===== src/design/bpfm_pkg.sv =====
// Shared types and constants for the buffer pool frame manager.
// No dependencies; the design files that use it refer to it by scoped names.
`default_nettype none

package bpfm_pkg;

   localparam int FRAMES_DEF = 16;
   localparam int PAGE_W     = 31;
   localparam int PIN_W      = 8;
   localparam logic [PIN_W-1:0] PIN_MAX = 8'd255;

   typedef enum logic [1:0] {
      KIND_PIN   = 2'd0,
      KIND_UNPIN = 2'd1,
      KIND_FREE  = 2'd2,
      KIND_NONE  = 2'd3
   } kind_type;

   typedef enum logic [2:0] {
      STAT_OK        = 3'd0,
      STAT_NO_CAND   = 3'd1,
      STAT_NOT_FOUND = 3'd2,
      STAT_ZERO_PINS = 3'd3,
      STAT_PINNED    = 3'd4
   } status_type;

   // Frame cell update
   typedef enum logic [2:0] {
      FOP_HOLD    = 3'd0,
      FOP_FILL    = 3'd1,
      FOP_PIN_INC = 3'd2,
      FOP_UNPIN   = 3'd3,
      FOP_CLEAR   = 3'd4
   } frame_op_type;

   // List update
   typedef enum logic [1:0] {
      LOP_HOLD   = 2'd0,
      LOP_PUSH   = 2'd1,
      LOP_POP    = 2'd2,
      LOP_REMOVE = 2'd3
   } list_op_type;

   // Victim selection plan
   typedef enum logic [2:0] {
      PLAN_NONE  = 3'd0,
      PLAN_HIT   = 3'd1,
      PLAN_FREE  = 3'd2,
      PLAN_HATED = 3'd3,
      PLAN_LOVED = 3'd4
   } plan_type;

   typedef struct packed {
      logic              valid;
      logic [PAGE_W-1:0] page;
      logic [PIN_W-1:0]  pin;
      logic              dirty;
      logic              match;
   } frame_view_type;

endpackage

`default_nettype wire


===== src/design/bpfm_frame_cell.sv =====
// One page frame: page id, valid, pin count and dirty mark, plus its tag match.
// Depends on bpfm_pkg.
`default_nettype none

module bpfm_frame_cell (
   input  wire logic                              clock,
   input  wire logic                              reset,
   input  wire logic                              sel,
   input  wire bpfm_pkg::frame_op_type            op,
   input  wire logic [bpfm_pkg::PAGE_W-1:0]       req_page,
   input  wire logic                              req_dirty,
   output bpfm_pkg::frame_view_type               view
);

   logic                          valid_ff, valid_in;
   logic [bpfm_pkg::PAGE_W-1:0]   page_ff, page_in;
   logic [bpfm_pkg::PIN_W-1:0]    pin_ff, pin_in;
   logic                          dirty_ff, dirty_in;

   always_comb begin
      valid_in = valid_ff;
      page_in  = page_ff;
      pin_in   = pin_ff;
      dirty_in = dirty_ff;
      if (sel) begin
         case (op)
            bpfm_pkg::FOP_FILL: begin
               valid_in = 1'b1;
               page_in  = req_page;
               pin_in   = bpfm_pkg::PIN_W'(1);
               dirty_in = 1'b0;
            end
            bpfm_pkg::FOP_PIN_INC: begin
               // saturate at the top
               if (pin_ff != bpfm_pkg::PIN_MAX) begin
                  pin_in = pin_ff + bpfm_pkg::PIN_W'(1);
               end
            end
            bpfm_pkg::FOP_UNPIN: begin
               pin_in   = pin_ff - bpfm_pkg::PIN_W'(1);
               dirty_in = dirty_ff | req_dirty;
            end
            bpfm_pkg::FOP_CLEAR: begin
               valid_in = 1'b0;
               page_in  = '0;
               pin_in   = '0;
               dirty_in = 1'b0;
            end
            default: begin
            end
         endcase
      end
   end

   always_ff @(posedge clock) begin
      if (reset) begin
         valid_ff <= 1'b0;
         page_ff  <= '0;
         pin_ff   <= '0;
         dirty_ff <= 1'b0;
      end else begin
         valid_ff <= valid_in;
         page_ff  <= page_in;
         pin_ff   <= pin_in;
         dirty_ff <= dirty_in;
      end
   end

   assign view.valid = valid_ff;
   assign view.page  = page_ff;
   assign view.pin   = pin_ff;
   assign view.dirty = dirty_ff;
   assign view.match = valid_ff && (page_ff == req_page);

endmodule

`default_nettype wire


===== src/design/bpfm_list_cell.sv =====
// One slot of a frame list; takes its neighbor's entry when the list closes a gap.
// No dependencies; it uses no types from bpfm_pkg.
`default_nettype none

module bpfm_list_cell #(
   parameter int IW       = 4,
   parameter int INDEX    = 0,
   parameter bit RESET_EN = 1'b0
) (
   input  wire logic          clock,
   input  wire logic          reset,
   input  wire logic          live,
   input  wire logic          remove_en,
   input  wire logic          write_en,
   input  wire logic [IW-1:0] write_value,
   input  wire logic [IW-1:0] probe,
   input  wire logic [IW-1:0] next_entry,
   input  wire logic          seen_in,
   output logic               seen_out,
   output logic [IW-1:0]      entry
);

   logic [IW-1:0] entry_ff, entry_in;

   // seen passes down the row: this slot or an earlier one holds the probe
   assign seen_out = seen_in | (live && (entry_ff == probe));

   always_comb begin
      entry_in = entry_ff;
      if (write_en) begin
         entry_in = write_value;
      end else if (remove_en && seen_out) begin
         entry_in = next_entry;
      end
   end

   always_ff @(posedge clock) begin
      if (RESET_EN && reset) begin
         entry_ff <= IW'(INDEX);
      end else begin
         entry_ff <= entry_in;
      end
   end

   assign entry = entry_ff;

endmodule

`default_nettype wire


===== src/design/bpfm_list.sv =====
// Ordered frame list built as a row of list cells with a fill count.
// Depends on bpfm_pkg and bpfm_list_cell.
`default_nettype none

module bpfm_list #(
   parameter int FRAMES = bpfm_pkg::FRAMES_DEF,
   parameter bit PRESET = 1'b0
) (
   input  wire logic                              clock,
   input  wire logic                              reset,
   input  wire bpfm_pkg::list_op_type             op,
   input  wire logic [$clog2(FRAMES)-1:0]         value,
   input  wire logic [$clog2(FRAMES)-1:0]         probe,
   output logic [$clog2(FRAMES+1)-1:0]            count,
   output logic [$clog2(FRAMES)-1:0]              top,
   output logic [$clog2(FRAMES)-1:0]              head,
   output logic                                   contains
);

   localparam int IW = $clog2(FRAMES);
   localparam int CW = $clog2(FRAMES+1);

   logic [CW-1:0] count_ff, count_in;
   logic [IW-1:0] entry [FRAMES];
   logic [FRAMES:0] seen;
   logic [CW-1:0] top_pos;
   logic          remove_en;

   assign seen[0]   = 1'b0;
   assign remove_en = (op == bpfm_pkg::LOP_REMOVE);

   for (genvar i = 0; i < FRAMES; i++) begin : g_cell
      logic [IW-1:0] nxt;
      if (i == FRAMES-1) begin : g_last
         assign nxt = entry[i];
      end else begin : g_mid
         assign nxt = entry[i+1];
      end
      bpfm_list_cell #(
         .IW       (IW),
         .INDEX    (i),
         .RESET_EN (PRESET)
      ) u_cell (
         .clock       (clock),
         .reset       (reset),
         .live        (count_ff > CW'(i)),
         .remove_en   (remove_en),
         .write_en    ((op == bpfm_pkg::LOP_PUSH) && (count_ff == CW'(i))),
         .write_value (value),
         .probe       (probe),
         .next_entry  (nxt),
         .seen_in     (seen[i]),
         .seen_out    (seen[i+1]),
         .entry       (entry[i])
      );
   end

   assign contains = seen[FRAMES];
   assign top_pos  = count_ff - CW'(1);
   assign top      = entry[top_pos[IW-1:0]];
   assign head     = entry[0];
   assign count    = count_ff;

   always_comb begin
      count_in = count_ff;
      case (op)
         bpfm_pkg::LOP_PUSH: begin
            if (count_ff < CW'(FRAMES)) begin
               count_in = count_ff + CW'(1);
            end
         end
         bpfm_pkg::LOP_POP: begin
            if (count_ff != '0) begin
               count_in = count_ff - CW'(1);
            end
         end
         bpfm_pkg::LOP_REMOVE: begin
            if (contains) begin
               count_in = count_ff - CW'(1);
            end
         end
         default: begin
         end
      endcase
   end

   always_ff @(posedge clock) begin
      if (reset) begin
         count_ff <= PRESET ? CW'(FRAMES) : '0;
      end else begin
         count_ff <= count_in;
      end
   end

endmodule

`default_nettype wire


===== src/design/buffer_pool_frame_manager_unit.sv =====
// Buffer pool frame manager. Each item pins, unpins or frees one page id and
// returns exactly one result item. Every item goes through IDLE, which takes
// it, FIND for the tag match across all frame cells and lowest-index priority
// pick, DECIDE to choose the target frame (hit, free-stack top, newest hated
// frame or oldest loved frame) and APPLY to update the frame cell and the
// lists and load the result register. The loved, hated and free lists are
// rows of cells that close a gap by taking their neighbor's entry. A finished
// result waits in the output register while the next item is taken; the
// update step holds only while that register is full and stalled.
// Depends on bpfm_pkg, bpfm_frame_cell and bpfm_list.
`default_nettype none

module buffer_pool_frame_manager_unit #(
   parameter int FRAMES = bpfm_pkg::FRAMES_DEF
) (
   input  wire logic                        clock,
   input  wire logic                        reset,
   input  wire logic                        req_valid,
   output logic                             req_stall,
   input  wire logic [1:0]                  req_kind,
   input  wire logic [bpfm_pkg::PAGE_W-1:0] req_page_id,
   input  wire logic                        req_empty_page,
   input  wire logic                        req_dirty,
   input  wire logic                        req_hate,
   output logic                             rsp_valid,
   input  wire logic                        rsp_stall,
   output logic [2:0]                       rsp_status,
   output logic [3:0]                       rsp_frame,
   output logic                             rsp_read_needed,
   output logic                             rsp_write_back,
   output logic [bpfm_pkg::PAGE_W-1:0]      rsp_victim_page
);

   localparam int IW = $clog2(FRAMES);
   localparam int CW = $clog2(FRAMES+1);

   typedef enum logic [3:0] {
      ST_IDLE   = 4'b0001,
      ST_FIND   = 4'b0010,
      ST_DECIDE = 4'b0100,
      ST_APPLY  = 4'b1000
   } state_type;

   state_type state_ff, state_in;

   // latched item
   bpfm_pkg::kind_type            kind_ff;
   logic [bpfm_pkg::PAGE_W-1:0]   page_ff;
   logic                          empty_ff, dirt_ff, hate_ff;

   // lookup and plan
   logic                          hit_ff, hit_in;
   logic [IW-1:0]                 f_ff, f_in;
   logic [IW-1:0]                 tgt_ff, tgt_in;
   bpfm_pkg::plan_type            plan_ff, plan_in;
   logic                          loved_has_ff;

   // result register
   logic                          rsp_valid_ff;
   bpfm_pkg::status_type          status_ff, status_in;
   logic [3:0]                    frame_ff, frame_in;
   logic                          rd_ff, rd_in, wb_ff, wb_in;
   logic [bpfm_pkg::PAGE_W-1:0]   victim_ff, victim_in;

   bpfm_pkg::frame_view_type      view [FRAMES];
   bpfm_pkg::frame_view_type      tgt_view;
   bpfm_pkg::frame_op_type        cell_op;
   bpfm_pkg::list_op_type         free_op, loved_op, hated_op;
   logic [IW-1:0]                 probe;
   logic [CW-1:0]                 free_cnt, loved_cnt, hated_cnt;
   logic [IW-1:0]                 free_top, loved_top, hated_top;
   logic [IW-1:0]                 free_head, loved_head, hated_head;
   logic                          free_has, loved_has, hated_has;
   logic                          out_free, apply_go, accept;

   assign accept    = req_valid && !req_stall;
   assign req_stall = (state_ff != ST_IDLE);
   assign out_free  = !rsp_valid_ff || !rsp_stall;
   assign apply_go  = (state_ff == ST_APPLY) && out_free;

   // ---------------- frame cells ----------------
   for (genvar i = 0; i < FRAMES; i++) begin : g_frame
      bpfm_frame_cell u_frame (
         .clock     (clock),
         .reset     (reset),
         .sel       (tgt_ff == IW'(i)),
         .op        (cell_op),
         .req_page  (page_ff),
         .req_dirty (dirt_ff),
         .view      (view[i])
      );
   end

   assign tgt_view = view[tgt_ff];

   // ---------------- lists ----------------
   // Probe with the looked-up frame while planning, with the target when applying.
   assign probe = (state_ff == ST_APPLY) ? tgt_ff : f_ff;

   bpfm_list #(.FRAMES(FRAMES), .PRESET(1'b1)) u_free (
      .clock (clock), .reset (reset), .op (free_op), .value (tgt_ff), .probe (probe),
      .count (free_cnt), .top (free_top), .head (free_head), .contains (free_has)
   );

   bpfm_list #(.FRAMES(FRAMES), .PRESET(1'b0)) u_loved (
      .clock (clock), .reset (reset), .op (loved_op), .value (tgt_ff), .probe (probe),
      .count (loved_cnt), .top (loved_top), .head (loved_head), .contains (loved_has)
   );

   bpfm_list #(.FRAMES(FRAMES), .PRESET(1'b0)) u_hated (
      .clock (clock), .reset (reset), .op (hated_op), .value (tgt_ff), .probe (probe),
      .count (hated_cnt), .top (hated_top), .head (hated_head), .contains (hated_has)
   );

   // ---------------- lookup: lowest matching frame ----------------
   always_comb begin
      hit_in = 1'b0;
      f_in   = '0;
      for (int i = FRAMES-1; i >= 0; i--) begin
         if (view[i].match) begin
            hit_in = 1'b1;
            f_in   = IW'(i);
         end
      end
   end

   // ---------------- plan: pick the target frame ----------------
   always_comb begin
      tgt_in  = f_ff;
      plan_in = hit_ff ? bpfm_pkg::PLAN_HIT : bpfm_pkg::PLAN_NONE;
      if (kind_ff == bpfm_pkg::KIND_PIN && !hit_ff) begin
         // free stack first, then newest hated, then oldest loved
         if (free_cnt != '0) begin
            plan_in = bpfm_pkg::PLAN_FREE;
            tgt_in  = free_top;
         end else if (hated_cnt != '0) begin
            plan_in = bpfm_pkg::PLAN_HATED;
            tgt_in  = hated_top;
         end else if (loved_cnt != '0) begin
            plan_in = bpfm_pkg::PLAN_LOVED;
            tgt_in  = loved_head;
         end
      end
   end

   // ---------------- apply: update state, form result ----------------
   always_comb begin
      cell_op   = bpfm_pkg::FOP_HOLD;
      free_op   = bpfm_pkg::LOP_HOLD;
      loved_op  = bpfm_pkg::LOP_HOLD;
      hated_op  = bpfm_pkg::LOP_HOLD;
      status_in = bpfm_pkg::STAT_OK;
      frame_in  = '0;
      rd_in     = 1'b0;
      wb_in     = 1'b0;
      victim_in = '0;
      if (apply_go) begin
         case (kind_ff)
            bpfm_pkg::KIND_PIN: begin
               if (plan_ff == bpfm_pkg::PLAN_HIT) begin
                  // a frame at zero pins sits on a list: drop it from there
                  if (tgt_view.pin == '0) begin
                     if (loved_has_ff) begin
                        loved_op = bpfm_pkg::LOP_REMOVE;
                     end else begin
                        hated_op = bpfm_pkg::LOP_REMOVE;
                     end
                  end
                  cell_op  = bpfm_pkg::FOP_PIN_INC;
                  frame_in = 4'(tgt_ff);
               end else if (plan_ff == bpfm_pkg::PLAN_NONE) begin
                  status_in = bpfm_pkg::STAT_NO_CAND;
               end else begin
                  case (plan_ff)
                     bpfm_pkg::PLAN_FREE:  free_op  = bpfm_pkg::LOP_POP;
                     bpfm_pkg::PLAN_HATED: hated_op = bpfm_pkg::LOP_POP;
                     default:              loved_op = bpfm_pkg::LOP_REMOVE;
                  endcase
                  if (tgt_view.valid && tgt_view.dirty) begin
                     wb_in     = 1'b1;
                     victim_in = tgt_view.page;
                  end
                  cell_op  = bpfm_pkg::FOP_FILL;
                  rd_in    = !empty_ff;
                  frame_in = 4'(tgt_ff);
               end
            end
            bpfm_pkg::KIND_UNPIN: begin
               if (!hit_ff) begin
                  status_in = bpfm_pkg::STAT_NOT_FOUND;
               end else begin
                  frame_in = 4'(tgt_ff);
                  if (tgt_view.pin == '0) begin
                     status_in = bpfm_pkg::STAT_ZERO_PINS;
                  end else begin
                     if (tgt_view.pin == bpfm_pkg::PIN_W'(1)) begin
                        if (hate_ff) begin
                           hated_op = bpfm_pkg::LOP_PUSH;
                        end else begin
                           loved_op = bpfm_pkg::LOP_PUSH;
                        end
                     end
                     cell_op = bpfm_pkg::FOP_UNPIN;
                  end
               end
            end
            bpfm_pkg::KIND_FREE: begin
               if (hit_ff) begin
                  frame_in = 4'(tgt_ff);
                  if (tgt_view.pin != '0) begin
                     status_in = bpfm_pkg::STAT_PINNED;
                  end else begin
                     if (loved_has_ff) begin
                        loved_op = bpfm_pkg::LOP_REMOVE;
                     end else begin
                        hated_op = bpfm_pkg::LOP_REMOVE;
                     end
                     cell_op = bpfm_pkg::FOP_CLEAR;
                     free_op = bpfm_pkg::LOP_PUSH;
                  end
               end
            end
            default: begin
            end
         endcase
      end
   end

   // ---------------- sequencer ----------------
   always_comb begin
      state_in = state_ff;
      unique case (state_ff)
         ST_IDLE:   if (req_valid) state_in = ST_FIND;
         ST_FIND:   state_in = ST_DECIDE;
         ST_DECIDE: state_in = ST_APPLY;
         ST_APPLY:  if (out_free) state_in = ST_IDLE;
         default:   state_in = ST_IDLE;
      endcase
   end

   always_ff @(posedge clock) begin
      if (reset) begin
         state_ff     <= ST_IDLE;
         rsp_valid_ff <= 1'b0;
      end else begin
         state_ff <= state_in;
         if (apply_go) begin
            rsp_valid_ff <= 1'b1;
         end else if (!rsp_stall) begin
            rsp_valid_ff <= 1'b0;
         end
      end
   end

   // hold item, lookup, plan and result registers between steps
   always_ff @(posedge clock) begin
      if (accept) begin
         kind_ff  <= bpfm_pkg::kind_type'(req_kind);
         page_ff  <= req_page_id;
         empty_ff <= req_empty_page;
         dirt_ff  <= req_dirty;
         hate_ff  <= req_hate;
      end
      if (state_ff == ST_FIND) begin
         hit_ff <= hit_in;
         f_ff   <= f_in;
      end
      if (state_ff == ST_DECIDE) begin
         tgt_ff       <= tgt_in;
         plan_ff      <= plan_in;
         loved_has_ff <= loved_has;
      end
      if (apply_go) begin
         status_ff <= status_in;
         frame_ff  <= frame_in;
         rd_ff     <= rd_in;
         wb_ff     <= wb_in;
         victim_ff <= victim_in;
      end
   end

   assign rsp_valid       = rsp_valid_ff;
   assign rsp_status      = status_ff;
   assign rsp_frame       = frame_ff;
   assign rsp_read_needed = rd_ff;
   assign rsp_write_back  = wb_ff;
   assign rsp_victim_page = victim_ff;

endmodule

`default_nettype wire


===== config.mk =====
export PLATFORM = sky130hd
export DESIGN_NAME = buffer_pool_frame_manager_unit
export DESIGN_NICKNAME = d
export VERILOG_FILES = /design/src/design/bpfm_pkg.sv /design/src/design/bpfm_frame_cell.sv /design/src/design/bpfm_list_cell.sv /design/src/design/bpfm_list.sv /design/src/design/buffer_pool_frame_manager_unit.sv
export SDC_FILE = /design/constraint.sdc
export NUM_CORES = 2
export LEC_CHECK = 0
export BUFFER_PORTS_ARGS = -buffer_cell sky130_fd_sc_hd__buf_4
export CAP_MARGIN = 20
export CORE_ASPECT_RATIO = 1.1
export CORE_MARGIN = 2
export CORE_UTILIZATION = 59
export DETAILED_ROUTE_END_ITERATION = 16
export PLACE_DENSITY = 0.75
export SLEW_MARGIN = 20
export SYNTH_ARGS = -nofsm -noshare
export SYNTH_HDL_FRONTEND = slang
export SYNTH_SLANG_ARGS = --single-unit

===== constraint.sdc =====
create_clock -name clock -period 8.15 [get_ports clock]
set_input_delay 1.63 -clock clock [delete_from_list [all_inputs] [get_ports clock]]
set_output_delay 1.63 -clock clock [all_outputs]
set_load 0.05 [all_outputs]

==> flow_summary.ini <==
[outcome]
status = completed

[synth]
async_reset_ff_frac = 0
synth_flop_cell = dfxtp_1
ys_seq_elements = 957
yosysWarnings = 0
yosysSeqAreaShare = 0.384
synth_nets = 5953
synth_edf_count = 217
netlist_instances = 5781
ys_types = 87
syn_area_mm2 = 0.0555
avgSynthCellArea_um2 = 9.61

[floorplan]
die_w_um = 297
die-area_mm2 = 0.0966
initial_core_util = 0.593
die_y_um = 326
core.rowCount = 118
io_pins = 82
core_mm2 = 0.0938

[timing]
grt_setup_unrepaired = no
final-max-slew-violation-count = 0
max_freq_mhz = 150
maxSlewHeadroom = 0.131
hold_violations = 0
setup_tns_ns = 0
setup_slack_ns = 1.49
setup_viol = 0
period_needed_ns = 6.66
clock_skew_ns = 0.0315
finalCritPeriodShare = 0.817
tightest_slew_ns = 1.29

[placement]
dpl_worst_slack_ns = 1.62
portBuffers = 81
placed_cell_area_mm2 = 0.0567
hpwl_mm = 135
place_congestion = 1.05

[clocking]
cts.sinks = 957
post-cts-setup-buffers = 0
worstSkewPairLatency_ns = 0.73
postCtsHoldBufs = 0
cts_made_buffers = 103
htreeDepth = 3
ctsLongestPathBuffers = 3
clk_pin_slew_ns = 0.06
root_buffer = clkbuf_16
cts_tree = built
cts_resized = 0

[final_layout]
nets = 5759
areaGrowthSynthToFinish_pct = 8.65
final_util = 0.644
layout_commonest_cell = dfxtp_1
fin_area_mm2 = 0.0604
mostFrequentLayoutCells = dfxtp_1, o21ai_0, xnor2_1, nand3b_1, nand2_1
drive_gt1_frac = 0.124

[flow_run]
maxCapViolations = 0

[setup_path]
crit_arrival_ns = 7.30
crit_path_end_kind = flop
timing.rr.end = g_frame[5].u_frame.pin_ff[7]
r2r-start = tgt_ff[1]
cp_max_fo = 66
cp.required_ns = 8.79
worstSetupPathType = reg2reg
r2r.worst_path.cells = 18
reg2reg_slack_ns = 1.49
start_kind = flop

[pwr]
cellPowerDensity_mw_per_mm2 = 174
p_leak_nw = 21.1
peakVddDrop_mv = 0.199
p_total_mw = 10.5

[detailed_routing]
dr.pass1.iters = 7
wirelength_mm = 198
drtIter0Drc = 7189
antenna_left = 0
drc = 0
viasPerCell = 6.85
num_vias = 47600
routedWlPerCell_um = 28.6

[global_route]
gr-usage-met3 = 0.0869
grt_most_used_layer = met2
grt_pass1_wl_mm = 293
use_met1 = 0.528
track_usage = 0.404
grt_pass1_vias = 44000
grt_max_degree = 243
use_met2 = 0.602
antenna_found_initial = 9
overflow = 0

[worst_hold_path]
hold_depth = 2
worstHoldStart = g_frame[1].u_frame.pin_ff[5]
whs_endpoint = g_frame[1].u_frame.pin_ff[5]
hold_path.class = reg2reg
metrics by stage:
stage | cells | hold slack (ns)
after detailed placement | 6740 | 0.479
after CTS | 6934 | 0.487
after global placement | 6740 | 0.474
after floorplan | 5781 | 0.453
final | 6940 | 0.487
after global routing | 6936 | 0.509
worst max-delay path, stage by stage, from the launching register on:
cell      delay, ns
edfxtp_1       1.03
buf_4          0.85
a211o_1        0.20
a311oi_1       0.21
nor4_4         0.78
o22ai_1        0.26
and2_2         0.26
nand2_1        0.24
inv_4          0.35
buf_4          0.34
ha_1           0.28
a21o_1         0.18
a21o_1         0.20
a21o_1         0.17
a21oi_1        0.20
o21ai_0        0.15
xnor2_1        0.15
or4_1          0.48
o22ai_1        0.15
kinds of logic (layout without fill, tap and decap cells):
| family | Yosys count | count (layout) | synth area share |
|---|---|---|---|
| simple gates | 1784 | 1784 | 0.183 |
| compound gates | 1224 | 1224 | 0.127 |
| flops | 957 | 957 | 0.384 |
| xor+xnor | 773 | 773 | 0.122 |
| buf+inv | 547 | 442 | 0.0388 |
| mux | 364 | 364 | 0.113 |
| fa+ha+maj | 132 | 132 | 0.0319 |
| other cells | 0 | 4 | 0 |
state kept, by name, summed over array words and instances (netlist names), 3 cells and up:
name,flops
rsp_victim_page,31
rsp_status,3
u_free.g_cell.u_cell.entry,64
u_loved.g_cell.u_cell.entry,64
g_frame.u_frame.valid_ff,16
page_ff,31
u_free.count,5
u_hated.g_cell.u_cell.entry,64
state_ff,4
g_frame.u_frame.dirty_ff,16
tgt_ff,4
g_frame.u_frame.pin_ff,128
u_loved.count,5
f_ff,4
g_frame.u_frame.page_ff,496
u_hated.count,5
rsp_frame,4
plan_ff,3
routing by layer:
layer	up-vias	routed length, um	part of all wire
met5	-	27	0.00014
met4	4	15900	0.080
met3	681	21700	0.11
met2	3073	86600	0.44
met1	23100	74200	0.37
li1	20700	-	-
power by group:
group / internal [mW] / switching, mW
clock network: 2.89 / 2.15
logic: 0.185 / 0.426
registers: 4.85 / 0.0234
how the worst max path moves through the flow:
stage / startpoint / end / depth (start not counted)
after floorplan: rsp_stall / g_frame[11].u_frame.pin_ff[7] / 16
after global placement: tgt_ff[1] / g_frame[5].u_frame.pin_ff[7] / 18
after detailed placement: tgt_ff[1] / g_frame[5].u_frame.pin_ff[7] / 18
after CTS: tgt_ff[1] / g_frame[5].u_frame.pin_ff[7] / 18
after global routing: tgt_ff[1] / g_frame[5].u_frame.pin_ff[7] / 18
final: tgt_ff[1] / g_frame[5].u_frame.pin_ff[7] / 18
final cells by class:
cell class	count	area, um^2
diodes	4	10.0
clock buffers	141	2890
clock inverters	53	676
fillers	7521	33400
inverters	70	265
multi-input cells	4277	32200
flip-flops and latches	957	21300
well taps	1260	1580
repair buffers	178	1370
synth_stat cells (186+ instances only):
master    count  share of area
a21oi_1     270          0.024
clkbuf_1    402          0.027
dfxtp_1     740           0.27
edfxtp_1    217           0.12
mux4_2      200          0.081
nand2_1     337          0.023
nand3_1     194          0.017
nand3b_1    436          0.059
nand4_1     186          0.021
nor2_1      204          0.014
o21ai_0     626          0.056
xnor2_1     626          0.099
Note: power is estimated with default switching activity, not from simulation.
